[config.mk]
export PLATFORM = sky130hd
export DESIGN_NAME = battery_mode_debounced_fsm
export DESIGN_NICKNAME = d
export VERILOG_FILES = /design/src/hw/rtl/bmdf_pkg.sv /design/src/hw/rtl/battery_mode_debounced_fsm.sv
export VERILOG_INCLUDE_DIRS = /design/src /design/src/hw/rtl
export SDC_FILE = /design/constraint.sdc
export NUM_CORES = 1
export LEC_CHECK = 0
export ABC_AREA = 1
export BUFFER_PORTS_ARGS = -buffer_cell sky130_fd_sc_hd__clkbuf_2
export CORE_ASPECT_RATIO = 1.5
export CORE_MARGIN = 2
export CORE_UTILIZATION = 55
export DETAILED_ROUTE_END_ITERATION = 8
export GPL_ROUTABILITY_DRIVEN = 0
export PLACE_DENSITY = 0.73
export SYNTH_ARGS = -nofsm -noshare
export SYNTH_HDL_FRONTEND = slang
export SYNTH_SLANG_ARGS = --single-unit
[constraint.sdc]
create_clock -name clk -period 3.7 [get_ports clk]
set_input_delay 0.185 -clock clk [delete_from_list [all_inputs] [get_ports clk]]
set_output_delay 0.185 -clock clk [all_outputs]
set_load 0.02 [all_outputs]
[src/hw/rtl/battery_mode_debounced_fsm_assert.svh]
// Assertion macros for the battery mode machine.
// Included inside module bodies that use a signal named clk and a signal named rst.
`ifndef BATTERY_MODE_DEBOUNCED_FSM_ASSERT_SVH
`define BATTERY_MODE_DEBOUNCED_FSM_ASSERT_SVH

// Same-cycle implication, disabled during reset.
`define BMDF_ASSERT_NOW(label, ante, cons, msg) \
  label: assert property (@(posedge clk) disable iff (rst) (ante) |-> (cons)) \
    else $error(msg);

// Next-cycle implication, disabled during reset.
`define BMDF_ASSERT_NEXT(label, ante, cons, msg) \
  label: assert property (@(posedge clk) disable iff (rst) (ante) |=> (cons)) \
    else $error(msg);

`endif

[src/hw/rtl/bmdf_pkg.sv]
// Shared types and constants for the battery mode machine.
// No dependencies.
package bmdf_pkg;

  typedef enum logic [3:0] {
    MODE_NORMAL      = 4'b0001,
    MODE_CHARGING    = 4'b0010,
    MODE_DISCHARGING = 4'b0100,
    MODE_LOCKED      = 4'b1000
  } mode_t;

  localparam logic [1:0] CODE_NORMAL      = 2'd0;
  localparam logic [1:0] CODE_CHARGING    = 2'd1;
  localparam logic [1:0] CODE_DISCHARGING = 2'd2;
  localparam logic [1:0] CODE_LOCKED      = 2'd3;

  localparam int unsigned CFG_ADDR_W = 5;
  localparam int unsigned CFG_DATA_W = 32;

  localparam logic [2:0] REG_CHARGE_THR     = 3'd0;
  localparam logic [2:0] REG_DISCHARGE_THR  = 3'd1;
  localparam logic [2:0] REG_ENTER_CHARGE   = 3'd2;
  localparam logic [2:0] REG_ENTER_DISCHARGE = 3'd3;
  localparam logic [2:0] REG_LEAVE_CHARGE   = 3'd4;
  localparam logic [2:0] REG_LEAVE_DISCHARGE = 3'd5;

  localparam logic signed [15:0] CHARGE_THR_RESET    = 16'sd50;
  localparam logic signed [15:0] DISCHARGE_THR_RESET = -16'sd50;
  localparam logic [15:0]        DELAY_RESET         = 16'd50;

  typedef struct packed {
    logic [1:0] system_mode;
    logic       mode_changed;
  } result_t;

  function automatic logic [1:0] mode_code(input mode_t m);
    logic [1:0] code;
    unique case (m)
      MODE_NORMAL:      code = CODE_NORMAL;
      MODE_CHARGING:    code = CODE_CHARGING;
      MODE_DISCHARGING: code = CODE_DISCHARGING;
      MODE_LOCKED:      code = CODE_LOCKED;
      default:          code = CODE_LOCKED;
    endcase
    return code;
  endfunction

endpackage

[src/hw/rtl/battery_mode_debounced_fsm.sv]
// Each tick's result is registered in the output register, or in the skid entry while m_tready is low.
// Throughput: one beat per cycle while the skid entry is empty; a two-entry output buffer
// keeps s_tready high while one result waits, and state updates on each accepted beat.
// Reset (rst, synchronous, active high): mode normal, counters zero,
// registers at their default values, output buffer empty.
module battery_mode_debounced_fsm (
  input  logic                           clk,
  input  logic                           rst,
  input  logic                           s_tvalid,
  output logic                           s_tready,
  // [15:0] pack_current, [16] charge_switch_on, [17] discharge_switch_on,
  // [18] cell_fault, [23:19] zero
  input  logic [23:0]                    s_tdata,
  output logic                           m_tvalid,
  input  logic                           m_tready,
  // [1:0] system_mode, [2] mode_changed, [7:3] zero
  output logic [7:0]                     m_tdata,
  input  logic                           psel,
  input  logic                           penable,
  input  logic                           pwrite,
  input  logic [bmdf_pkg::CFG_ADDR_W-1:0] paddr,
  input  logic [bmdf_pkg::CFG_DATA_W-1:0] pwdata,
  output logic [bmdf_pkg::CFG_DATA_W-1:0] prdata,
  output logic                           pready
);
  import bmdf_pkg::*;

  logic signed [15:0] charge_thr;
  logic signed [15:0] discharge_thr;
  logic [15:0]        enter_charge_delay;
  logic [15:0]        enter_discharge_delay;
  logic [15:0]        leave_charge_delay;
  logic [15:0]        leave_discharge_delay;

  mode_t       mode;
  mode_t       mode_next;
  logic [15:0] enter_charge_count;
  logic [15:0] enter_discharge_count;
  logic [15:0] leave_charge_count;
  logic [15:0] leave_discharge_count;
  logic [15:0] enter_charge_count_next;
  logic [15:0] enter_discharge_count_next;
  logic [15:0] leave_charge_count_next;
  logic [15:0] leave_discharge_count_next;

  logic signed [15:0] pack_current;
  logic        charge_switch_on;
  logic        discharge_switch_on;
  logic        cell_fault;
  logic        accept;
  logic        cfg_write;
  logic [2:0]  cfg_index;

  logic        enter_charge_cond, enter_discharge_cond;
  logic        leave_charge_cond, leave_discharge_cond;
  logic [15:0] enter_charge_inc, enter_discharge_inc;
  logic [15:0] leave_charge_inc, leave_discharge_inc;
  logic        enter_charge_fire, enter_discharge_fire;
  logic        leave_charge_fire, leave_discharge_fire;

  result_t     result;
  result_t     out_data;
  result_t     skid_data;
  logic        out_valid;
  logic        skid_valid;

  assign pack_current        = s_tdata[15:0];
  assign charge_switch_on    = s_tdata[16];
  assign discharge_switch_on = s_tdata[17];
  assign cell_fault          = s_tdata[18];

  assign s_tready = ~skid_valid;
  assign accept   = s_tvalid & s_tready;

  assign pready    = 1'b1;
  assign cfg_write = psel & penable & pwrite & pready;
  assign cfg_index = paddr[4:2];

  always_ff @(posedge clk) begin
    if (rst) begin
      charge_thr            <= CHARGE_THR_RESET;
      discharge_thr         <= DISCHARGE_THR_RESET;
      enter_charge_delay    <= DELAY_RESET;
      enter_discharge_delay <= DELAY_RESET;
      leave_charge_delay    <= DELAY_RESET;
      leave_discharge_delay <= DELAY_RESET;
    end else if (cfg_write) begin
      unique case (cfg_index)
        REG_CHARGE_THR:      charge_thr            <= pwdata[15:0];
        REG_DISCHARGE_THR:   discharge_thr         <= pwdata[15:0];
        REG_ENTER_CHARGE:    enter_charge_delay    <= pwdata[15:0];
        REG_ENTER_DISCHARGE: enter_discharge_delay <= pwdata[15:0];
        REG_LEAVE_CHARGE:    leave_charge_delay    <= pwdata[15:0];
        REG_LEAVE_DISCHARGE: leave_discharge_delay <= pwdata[15:0];
        default: ;
      endcase
    end
  end

  always_comb begin
    unique case (cfg_index)
      REG_CHARGE_THR:      prdata = {{16{charge_thr[15]}}, charge_thr};
      REG_DISCHARGE_THR:   prdata = {{16{discharge_thr[15]}}, discharge_thr};
      REG_ENTER_CHARGE:    prdata = {16'd0, enter_charge_delay};
      REG_ENTER_DISCHARGE: prdata = {16'd0, enter_discharge_delay};
      REG_LEAVE_CHARGE:    prdata = {16'd0, leave_charge_delay};
      REG_LEAVE_DISCHARGE: prdata = {16'd0, leave_discharge_delay};
      default:             prdata = '0;
    endcase
  end

  // Each counter fires once its incremented value reaches the delay.
  assign enter_charge_cond    = charge_switch_on & (pack_current > charge_thr);
  assign enter_discharge_cond = discharge_switch_on & (pack_current < discharge_thr);
  assign leave_charge_cond    = charge_switch_on & (pack_current < charge_thr);
  assign leave_discharge_cond = discharge_switch_on & (pack_current > discharge_thr);

  assign enter_charge_inc    = enter_charge_count + 16'd1;
  assign enter_discharge_inc = enter_discharge_count + 16'd1;
  assign leave_charge_inc    = leave_charge_count + 16'd1;
  assign leave_discharge_inc = leave_discharge_count + 16'd1;

  assign enter_charge_fire    = enter_charge_cond & (enter_charge_inc >= enter_charge_delay);
  assign enter_discharge_fire = enter_discharge_cond &
                                (enter_discharge_inc >= enter_discharge_delay);
  assign leave_charge_fire    = leave_charge_cond & (leave_charge_inc >= leave_charge_delay);
  assign leave_discharge_fire = leave_discharge_cond &
                                (leave_discharge_inc >= leave_discharge_delay);

  always_comb begin
    mode_next                  = mode;
    enter_charge_count_next    = enter_charge_count;
    enter_discharge_count_next = enter_discharge_count;
    leave_charge_count_next    = leave_charge_count;
    leave_discharge_count_next = leave_discharge_count;
    unique case (mode)
      MODE_NORMAL: begin
        enter_charge_count_next = (enter_charge_cond & ~enter_charge_fire) ?
                                  enter_charge_inc : 16'd0;
        enter_discharge_count_next = (enter_discharge_cond & ~enter_discharge_fire) ?
                                     enter_discharge_inc : 16'd0;
        priority if (cell_fault) begin
          mode_next = MODE_LOCKED;
        end else if (enter_discharge_fire) begin
          mode_next = MODE_DISCHARGING;
        end else if (enter_charge_fire) begin
          mode_next = MODE_CHARGING;
        end
      end
      MODE_CHARGING: begin
        leave_charge_count_next = (leave_charge_cond & ~leave_charge_fire) ?
                                  leave_charge_inc : 16'd0;
        if (leave_charge_fire) begin
          mode_next = MODE_NORMAL;
        end
      end
      MODE_DISCHARGING: begin
        leave_discharge_count_next = (leave_discharge_cond & ~leave_discharge_fire) ?
                                     leave_discharge_inc : 16'd0;
        if (leave_discharge_fire) begin
          mode_next = MODE_NORMAL;
        end
      end
      MODE_LOCKED: ;
      default: mode_next = MODE_LOCKED;
    endcase
  end

  assign result.system_mode  = mode_code(mode_next);
  assign result.mode_changed = (mode_next != mode);

  always_ff @(posedge clk) begin
    if (rst) begin
      mode                  <= MODE_NORMAL;
      enter_charge_count    <= '0;
      enter_discharge_count <= '0;
      leave_charge_count    <= '0;
      leave_discharge_count <= '0;
    end else if (accept) begin
      mode                  <= mode_next;
      enter_charge_count    <= enter_charge_count_next;
      enter_discharge_count <= enter_discharge_count_next;
      leave_charge_count    <= leave_charge_count_next;
      leave_discharge_count <= leave_discharge_count_next;
    end
  end

  // Output register backed by one skid entry.
  always_ff @(posedge clk) begin
    if (rst) begin
      out_valid  <= 1'b0;
      skid_valid <= 1'b0;
    end else if (!out_valid || m_tready) begin
      if (skid_valid) begin
        out_valid  <= 1'b1;
        skid_valid <= 1'b0;
      end else begin
        out_valid <= accept;
      end
    end else if (accept) begin
      skid_valid <= 1'b1;
    end
  end

  always_ff @(posedge clk) begin
    if (!out_valid || m_tready) begin
      out_data <= skid_valid ? skid_data : result;
    end else if (accept) begin
      skid_data <= result;
    end
  end

  assign m_tvalid = out_valid;
  assign m_tdata  = {5'd0, out_data.mode_changed, out_data.system_mode};

`include "battery_mode_debounced_fsm_assert.svh"

  `BMDF_ASSERT_NEXT(a_lock_sticks, mode == MODE_LOCKED, mode == MODE_LOCKED, "lock released")
  `BMDF_ASSERT_NEXT(a_fault_locks, accept && mode == MODE_NORMAL && cell_fault,
                    mode == MODE_LOCKED, "fault in normal mode did not lock")
  `BMDF_ASSERT_NOW(a_skid_behind_out, skid_valid, out_valid, "skid entry without output beat")
  `BMDF_ASSERT_NEXT(a_state_holds, !accept && !cfg_write, $stable(mode) &&
                    $stable(enter_charge_count) && $stable(leave_charge_count),
                    "state moved without an input beat")

endmodule
==> results of run 1 <==
==> worst paths after layout <==
kind                                               start                        to  slack (ns)  cells past startpoint
worst max register to register  enter_discharge_count[0]              skid_data[0]         0.1                     24
worst min-delay path                            s_tvalid                skid_valid        0.03                      3
worst max-delay path            enter_discharge_count[0]              skid_data[0]         0.1                     24
worst min register to register  enter_discharge_count[4]  enter_discharge_count[4]        0.46                      2
==> timing repair <==
item,4_1_cts,5_1_grt
setup buffers,0,12
endpoints found under the setup margin,0,47
gates resized for setup,0,65
==> state kept, by name, summed over array words and instances (netlist names) <==
name / count
leave_charge_delay: 16
skid_data: 3
enter_charge_count: 16
charge_thr: 16
m_tdata: 3
m_tvalid: 1
enter_charge_delay: 16
leave_discharge_count: 16
mode: 4
enter_discharge_delay: 16
discharge_thr: 16
enter_discharge_count: 16
leave_charge_count: 16
skid_valid: 1
leave_discharge_delay: 16
==> routing by layer <==
metal | global-route usage | part of all wire | vias up
li1 | - | - | 4766
met1 | 0.3102 | 0.38 | 4393
met2 | 0.5024 | 0.51 | 311
met3 | 0.04825 | 0.045 | 104
met4 | 0.1667 | 0.062 | 0
met5 | 0 | 0 | -
==> cell families (layout without fill, tap and decap cells) <==
family / Yosys count / count (layout) / share of synthesized area
compound gates: 373 / 373 / 0.1999
xor+xnor: 53 / 53 / 0.04823
fa+ha+maj: 100 / 100 / 0.1185
buf+inv: 271 / 347 / 0.1059
flops: 172 / 172 / 0.3318
other cells: 2 / 6 / 0.0007112
simple gates: 416 / 416 / 0.1949
==> through the flow <==
stage               setup TNS [ns]  hold WS (ns)    util
floorplan                        0        0.3114       -
global placement                 0        0.4526  0.5827
detailed placement               0        0.4557  0.5827
CTS                              0       0.02768  0.6119
global route               -0.3430       0.04184  0.6321
finish                           0       0.03416  0.6321
==> layout make-up <==
class | count | share of cell area
inverters | 208 | 0.06540
repair buffers | 108 | 0.05301
clock buffers | 18 | 0.03655
well taps | 256 | 0.02666
clock inverters | 13 | 0.009686
multi-input cells | 948 | 0.5159
flip-flops and latches | 172 | 0.2928
==> placed cells by master, fill, tap and decap left out, types with 21 or more instances in the layout <==
master	n
a21oi_1	179
buf_4	24
clkbuf_2	81
dfxtp_1	157
ha_1	98
inv_1	194
nand2_1	228
nand3_1	38
nand3_2	21
nor2_1	55
o211ai_1	22
o21ai_0	95
xor2_1	40
==> worst max-delay path: cells and delay by family (launching register included) <==
family | cells | cell delay [ns]
AND/OR/NAND/NOR | 20 | 2.35
adder cells (fa/ha/maj) | 1 | 0.30
buffers and inverters | 2 | 0.18
flip-flops | 1 | 0.37
XOR/XNOR | 1 | 0.17
==> power breakdown <==
part           total (uW)  internal, uW  switching (uW)
registers            1910          1890            17.9
logic                 471           149             322
clock network        1730           944             788
total                4110          2990            1130
==> out/qor.yml, run 1 <==
power:
  ir_worst_vdd_uv: 327.1
  p_leak_uw: 0.005466
  fin_total_pwr_uw: 4113
  power.density_nw_per_um2: 342.4
worst_setup_path:
  cp.required_ns: 3.89
  endpoint_kind: "register"
  slowest_stage: "dfxtp_4"
  crit_path_start_kind: "register"
  slowest_delay_ns: 0.37
  crit_type: "reg -> reg"
  critical_path.cell_chain: "buf_6 > nand3_4 > nor3_4 > nand3_2 > nor3_4 > nand3_2 > nor2_4 > nand4_4 > xnor2_2 > ha_1 > nand2_1 > inv_2 > nand3_2 > nor2_2 > nand2_1 > nand3_4 > nand3_4 > nand3_2 > nand2_1 > nand2_1 > nand2_2 > nand2_2 > nand2_2 > or2_1"
  worstPathMaxFanout: 4
  cp_data_arrival_time_ns: 3.79
timing:
  finalHoldViolCount: 0
  rsz0062_at_grt: "yes"
  worst_slack_ns: 0.09918
  setup_viol: 0
  slew_headroom: 0.3126
  max_freq_mhz: 277.7
  period_minus_slack_ns: 3.601
  fin_crit_sh: 0.9732
  clock_skew_ns: 0.008802
  slew_viol_final: 0
  worst_slew_pin_slew_ns: 1.030
detailed_routing:
  remaining_drc_errors: 0
  vias: 9574
  dr.pass1.iters: 6
  ant_nets: 0
  routed_wl_mm: 28.93
  vias_per_cell: 5.557
  drtIter0Drc: 714
  post_drt_wl_per_cell_um: 16.79
clocking:
  numCtsBuffers: 17
  cts-root-buf: "clkbuf_16"
  htreeDepth: 4
  ctsHoldBuffers: 0
  cts.sinks: 172
  cts_tree: "done"
  clockBufferDepth: 2
  cts.clk_slew.worst_paths_ns: 0.06
  insertion_delay_ns: 0.44
cells_and_area:
  drive_gt1_frac: 0.1745
  final_cell_area_um2: 12010
  nets: 1623
  diodes: 0
  regArea_um2: 3517
  fillers: 1704
  multi_input_comb_area_um2: 6198
  final_cells: 1723
  area_delta_synth_final_pct: 13.78
synthesis:
  seq_area_frac_synth: 0.3318
  synthTopCellsByArea: "dfxtp_1, ha_1, a21oi_1"
  synthArstFlopShare: 0
  synth_flop_cell: "dfxtp_1"
  synth.top_cells.by_count: "nand2_1, inv_1, a21oi_1"
  synth-edff-count: 6
  yosys_warnings: 0
  synth.most_common_cell: "nand2_1"
  synth_largest_area_cell: "dfxtp_1"
  synth_top_area_frac: 0.3147
  synth_cells: 1387
  synth-seq-cells: 172
  syn-cell-area_um2: 10560
  synth_cell_types: 48
  syn_avg_cell_area_um2: 7.613
job:
  cap_violations: 0
global_route:
  antenna_found_initial: 0
  grt_remaining_overflow: 0
  grt_max_degree: 75
  grt_pass1_wl_mm: 44.54
  track_usage: 0.2841
  grt_pass1_vias: 8879
floorplan:
  initial_utilization: 0.5556
  boundaryPins: 111
  core_um2: 19010
  die_w_um: 117.1
  die_height_um: 173.7
  die_area_um2: 20340
  rows: 62
placed_design:
  place_area_um2: 11070
  pre_cts_slack_ns: 0.04158
  dp_hpwl_mm: 21.67
  numPlacedInstances: 1680
  port_buffers: 81
hold_path:
  worstHoldPathType: "in -> reg"
outcome:
  outcome: "finished clean"
Power figures use the tool's default switching activity.
==> run 2, diff against run 1 <==
--- a/config.mk
+++ b/config.mk
@@ -10,10 +10,10 @@
 export BUFFER_PORTS_ARGS = -buffer_cell sky130_fd_sc_hd__clkbuf_2
 export CORE_ASPECT_RATIO = 1.5
 export CORE_MARGIN = 2
-export CORE_UTILIZATION = 55
+export CORE_UTILIZATION = 48
 export DETAILED_ROUTE_END_ITERATION = 8
 export GPL_ROUTABILITY_DRIVEN = 0
-export PLACE_DENSITY = 0.73
+export PLACE_DENSITY = 0.65
 export SYNTH_ARGS = -nofsm -noshare
 export SYNTH_HDL_FRONTEND = slang
 export SYNTH_SLANG_ARGS = --single-unit
==> run 2 against run 1 <==
Core utilization fell by 6.6 points. Count of clock-buffer cells in the layout grew 2. Total power rose by 7.3%. Sequential share of layout area fell by 0.48 points. Combinational power hardly changed. Critical path type unchanged. Register-to-register slack better by 0.06 ns. Critical path depth is 6 lower. Non-clock buffer count up 17.
==> out/qor.yml, run 2 (synthesis gave the netlist of run 1 again) <==
hold_path:
  holdPathEnd: "skid_valid"
  hold_start: "s_tvalid"
  worstHoldPathType: "in -> reg"
  whs_path_depth: 3
worst_setup_path:
  endpoint_kind: "register"
  reg2reg_from: "enter_charge_count[1]"
  cp.required_ns: 3.89
  crit_path_start_kind: "register"
  reg2reg_slack_ns: 0.16
  crit_type: "reg -> reg"
  cp_data_arrival_time_ns: 3.73
  reg2reg_depth: 18
  r2r-end: "skid_data[0]"
  worstPathMaxFanout: 4
power:
  power.density_nw_per_um2: 360.6
  ir_worst_vdd_uv: 311.0
  p_leak_uw: 0.005597
clocking:
  cts-root-buf: "clkbuf_16"
  numCtsBuffers: 17
  ctsHoldBuffers: 0
  cts.sinks: 172
  htreeDepth: 4
  cts.clk_slew.worst_paths_ns: 0.07
  cts_tree: "done"
  insertion_delay_ns: 0.44
  clockBufferDepth: 2
timing:
  worst_slew_pin_slew_ns: 0.8616
  rsz0062_at_grt: "yes"
  period_minus_slack_ns: 3.537
  slew_headroom: 0.4248
  max_freq_mhz: 282.7
  fin_crit_sh: 0.9560
  setup_tns_ns: 0
  slew_viol_final: 0
  setup_viol: 0
  clock_skew_ns: 0.01055
  fin_hold_ws_ns: 0.02743
  finalHoldViolCount: 0
job:
  cap_violations: 0
detailed_routing:
  drtIter0Drc: 723
  vias_per_cell: 5.451
  ant_nets: 0
  routed_wl_mm: 29.74
  post_drt_wl_per_cell_um: 16.92
  vias: 9577
  dr.pass1.iters: 5
  remaining_drc_errors: 0
cells_and_area:
  nets: 1640
  final_cell_mix: "nand2_1, inv_1, a21oi_1"
  area_delta_synth_final_pct: 15.90
  final_common_cell: "nand2_1"
  diodes: 0
  drive_gt1_frac: 0.1798
  final_cells: 1757
placed_design:
  numPlacedInstances: 1714
  dp_hpwl_mm: 22.63
  port_buffers: 81
floorplan:
  die_height_um: 185.7
  rows: 66
  die_area_um2: 23220
  initial_utilization: 0.4880
  boundaryPins: 111
  core_um2: 21640
  die_w_um: 125.1
global_route:
  grt_remaining_overflow: 0
  track_usage: 0.2532
  grt_pass1_vias: 9074
  antenna_found_initial: 0
  grt_pass1_wl_mm: 46.02
  grt_max_degree: 75
outcome:
  outcome: "finished clean"
## run 2: changes by cell type in the layout (fill, tap and decap cells not counted), moves of 2 or more
cell,change
buf_4,+19
nand2_2,-4
clkinv_1,+2
dfxtp_2,-4
nand3_1,+2
nand2_1,+4
dfxtp_4,+3
clkinv_4,-3
bufinv_16,+5
clkbuf_1,+3
inv_6,-2
clkinv_2,-3
## run 2: final cells by class
type / instances / area, um2
Clock buffer: 20 / 436.7
Sequential cell: 172 / 3523
Fill cell: 2100 / 9398
Timing Repair Buffer: 125 / 748.2
Tap cell: 272 / 340.3
Inverter: 208 / 783.3
Multi-Input combinational cell: 948 / 6188
Clock inverter: 12 / 217.7
## run 2: how the worst max path moves through the flow
stage,startpoint,endpoint,cells past startpoint,slack (ns)
after CTS,enter_charge_count[0],skid_data[0],20,0.005
after floorplan,enter_discharge_count[0],m_tdata[1],21,0.47
after global placement,enter_charge_count[0],skid_data[0],22,0.05
final,enter_charge_count[1],skid_data[0],18,0.16
after detailed placement,enter_charge_count[0],skid_data[0],20,-0.08
after global routing,enter_discharge_count[3],m_tdata[2],24,-0.05
## run 2: metrics by stage
step | total power, uW | instance area [um2] | setup WS, ns | util
after floorplan | 2239 | 10570 | 0.4715 | -
after global placement | 2389 | 11230 | 0.04854 | 0.5190
after detailed placement | 2396 | 11230 | -0.07530 | 0.5190
after CTS | 4413 | 11920 | 0.005142 | 0.5508
after global routing | 4557 | 12240 | -0.04910 | 0.5656
final | 4413 | 12240 | 0.1629 | 0.5656
## run 2: worst max-delay path, stage by stage, from the launching register on
cell	delay (ns)
dfxtp_4	0.37
nand3_4	0.09
nor3_4	0.20
nand3_2	0.14
nor3_4	0.23
nand3_2	0.12
nor2_4	0.12
nand4_1	0.14
xnor2_2	0.19
ha_1	0.33
a21oi_1	0.15
o21ai_0	0.14
a21oi_2	0.24
nand3_2	0.17
nand3_4	0.13
nor3_1	0.07
a21oi_1	0.16
nand2_1	0.09
or2_1	0.21
## run 2: repair_timing
action                     CTS  global route
setup endpoints to repair    6            52
resized for setup            6            57
pin swaps                    0            28
buffers inserted             0            11
hold endpoints to repair     0             0
## run 2: routing by layer
metal	vias to the layer above	GRT usage	wire (um)
met4	0	0.1404	1609
met2	283	0.4704	15360
li1	4790	-	-
met3	87	0.04225	1327
met1	4417	0.2718	11440
met5	-	0	0
## run 2: where the power goes
group / total (uW) / internal, uW / switching (uW)
clock: 2030 / 1260 / 767
sequential: 1910 / 1890 / 18.1
combinational: 474 / 150 / 324
total: 4410 / 3300 / 1110
==> run 3, diff against run 2 <==
--- a/config.mk
+++ b/config.mk
@@ -13,6 +13,7 @@
 export CORE_UTILIZATION = 48
 export DETAILED_ROUTE_END_ITERATION = 8
 export GPL_ROUTABILITY_DRIVEN = 0
+export GPL_TIMING_DRIVEN = 0
 export PLACE_DENSITY = 0.65
 export SYNTH_ARGS = -nofsm -noshare
 export SYNTH_HDL_FRONTEND = slang
==> run 3 against run 2 <==
Largest cell class unchanged. Total power is 0.28% lower. Fmax shrank 3.3%. Via count is 1.6% higher. Global-route usage is 1.3 points higher. Critical path depth grew 4. Flip-flop and latch count stayed put. Die area stayed put. Clock power is 2% lower. Hold slack worse by 0.0093 ns. Count of clock-buffer cells in the layout is 2 lower. Sequential power is essentially flat.
==> out/qor.yml, run 3 (synthesis gave the netlist of run 1 again) <==
timing:
  clock_skew_ns: 0.01561
  period_minus_slack_ns: 3.656
  max_freq_mhz: 273.5
  finalHoldViolCount: 0
  worst_slew_pin_slew_ns: 0.8214
  fin_crit_sh: 0.9881
  worst_slack_ns: 0.04405
  slew_viol_final: 0
  rsz0062_at_grt: "yes"
  setup_viol: 0
  fin_hold_ws_ns: 0.01810
  slew_headroom: 0.4524
cells_and_area:
  final_common_cell: "nand2_1"
  fillers: 2047
  area_delta_synth_final_pct: 17.83
  drive_gt1_frac: 0.1853
  diodes: 0
  final_cell_area_um2: 12440
  final_cell_mix: "nand2_1, inv_1, a21oi_1"
  nets: 1682
detailed_routing:
  routed_wl_mm: 31.44
  vias: 9733
  drtIter0Drc: 579
  post_drt_wl_per_cell_um: 17.48
  remaining_drc_errors: 0
  ant_nets: 0
  dr.pass1.iters: 5
  vias_per_cell: 5.410
clocking:
  clockBufferDepth: 2
  cts.sinks: 172
  cts_tree: "done"
  htreeDepth: 4
  cts-root-buf: "clkbuf_16"
  numCtsBuffers: 17
  cts.clk_slew.worst_paths_ns: 0.07
  insertion_delay_ns: 0.45
  ctsHoldBuffers: 0
floorplan:
  initial_utilization: 0.4880
  rows: 66
  die_w_um: 125.1
  boundaryPins: 111
  core_um2: 21640
  die_area_um2: 23220
  die_height_um: 185.7
outcome:
  outcome: "finished clean"
global_route:
  antenna_found_initial: 0
  grt_pass1_wl_mm: 47.59
  grt_max_degree: 18
  grt_pass1_vias: 9062
  track_usage: 0.2665
  grt_remaining_overflow: 0
power:
  p_leak_uw: 0.005687
  power.density_nw_per_um2: 353.7
  ir_worst_vdd_uv: 310.7
worst_setup_path:
  worstPathMaxFanout: 5
  slowest_delay_ns: 0.40
  crit_type: "reg -> reg"
  cp.required_ns: 3.90
  crit_path_start_kind: "register"
  critPathBufInv: 0
  critical_path.cell_chain: "nand3_4 > nor3_4 > nand3_2 > nor3_4 > nand3_2 > nor2_4 > nand4_1 > xnor2_2 > ha_1 > nand2_2 > nor2_4 > nor3b_4 > nand3_2 > nand3_4 > nand3_4 > nand3_2 > nand2_1 > nand2_1 > nand2_2 > nand2_2 > nand2_2 > or2_1"
  crit_family: "simple AND/OR/NAND/NOR gates"
  reg2reg_slack_ns: 0.04
  endpoint_kind: "register"
  slowest_stage: "dfxtp_4"
  cp_data_arrival_time_ns: 3.85
job:
  cap_violations: 0
hold_path:
  worstHoldPathType: "in -> reg"
placed_design:
  place_area_um2: 11320
  pre_cts_slack_ns: -0.2957
  port_buffers: 81
  dp_hpwl_mm: 24.86
==> run 3: changes by cell type in the layout (fill, tap and decap cells not counted), moves of 3 or more <==
cell	delta
nand2_2	+3
inv_6	+4
nand2_1	-3
buf_2	+5
clkbuf_1	+30
==> run 3: what timing repair did <==
action,CTS,global route
setup endpoints to repair,24,48
pin swaps,1,32
cloned,0,1
gates resized for setup,17,55
setup buffers,1,21
==> run 3: final timing paths <==
path,startpoint,end,depth (start not counted)
max reg2reg,enter_charge_count[0],skid_data[0],22
min,s_tvalid,skid_valid,3
min reg2reg,enter_charge_count[4],enter_charge_count[4],2
max,enter_charge_count[0],skid_data[0],22
==> run 3: power by group <==
part	internal (uW)	leakage, uW	switching, uW
combinational	166	0.00397	341
sequential	1890	0.00140	18.9
clock	1160	0.000314	822
total	3220	0.00569	1180
==> run 3: final cells by class <==
class / instances / area [um2] / share of cell area
sequential: 172 / 3526 / 0.2834
clock buffer: 18 / 439.2 / 0.03530
clock inverter: 14 / 205.2 / 0.01649
timing repair buffer: 104 / 578.1 / 0.04646
buffer: 63 / 344.1 / 0.02765
multi-input combinational: 948 / 6228 / 0.5006
tap: 272 / 340.3 / 0.02735
inverter: 208 / 780.7 / 0.06275
==> run 3: worst register-to-register path, cell delays in order (launching register included) <==
cell and delay [ns]:
dfxtp_4 0.40, nand3_4 0.09, nor3_4 0.22, nand3_2 0.13, nor3_4 0.23, nand3_2 0.13
nor2_4 0.11, nand4_1 0.14, xnor2_2 0.18, ha_1 0.31, nand2_2 0.08, nor2_4 0.12
nor3b_4 0.24, nand3_2 0.12, nand3_4 0.10, nand3_4 0.14, nand3_2 0.11, nand2_1 0.06
nand2_1 0.09, nand2_2 0.08, nand2_2 0.07, nand2_2 0.05, or2_1 0.20
==> run 3: metrics by stage <==
step / total power [uW] / utilization / TNS (ns) / cells
finish: 4401 / 0.5751 / 0 / 1799
global route: 4553 / 0.5751 / -0.8000 / 1799
CTS: 4399 / 0.5572 / 0 / 1777
detailed placement: 2415 / 0.5232 / -2.277 / 1744
global placement: 2409 / 0.5232 / -1.735 / 1744
floorplan: 2239 / - / 0 / 1391
==> run 3: layer usage <==
metal  GRT usage  share of wire  vias to the layer above
met5           0              0                        -
li1            -              -                     4884
met4      0.1769          0.069                        0
met1      0.2767           0.37                     4445
met3     0.04427          0.047                      110
met2      0.4926           0.52                      294
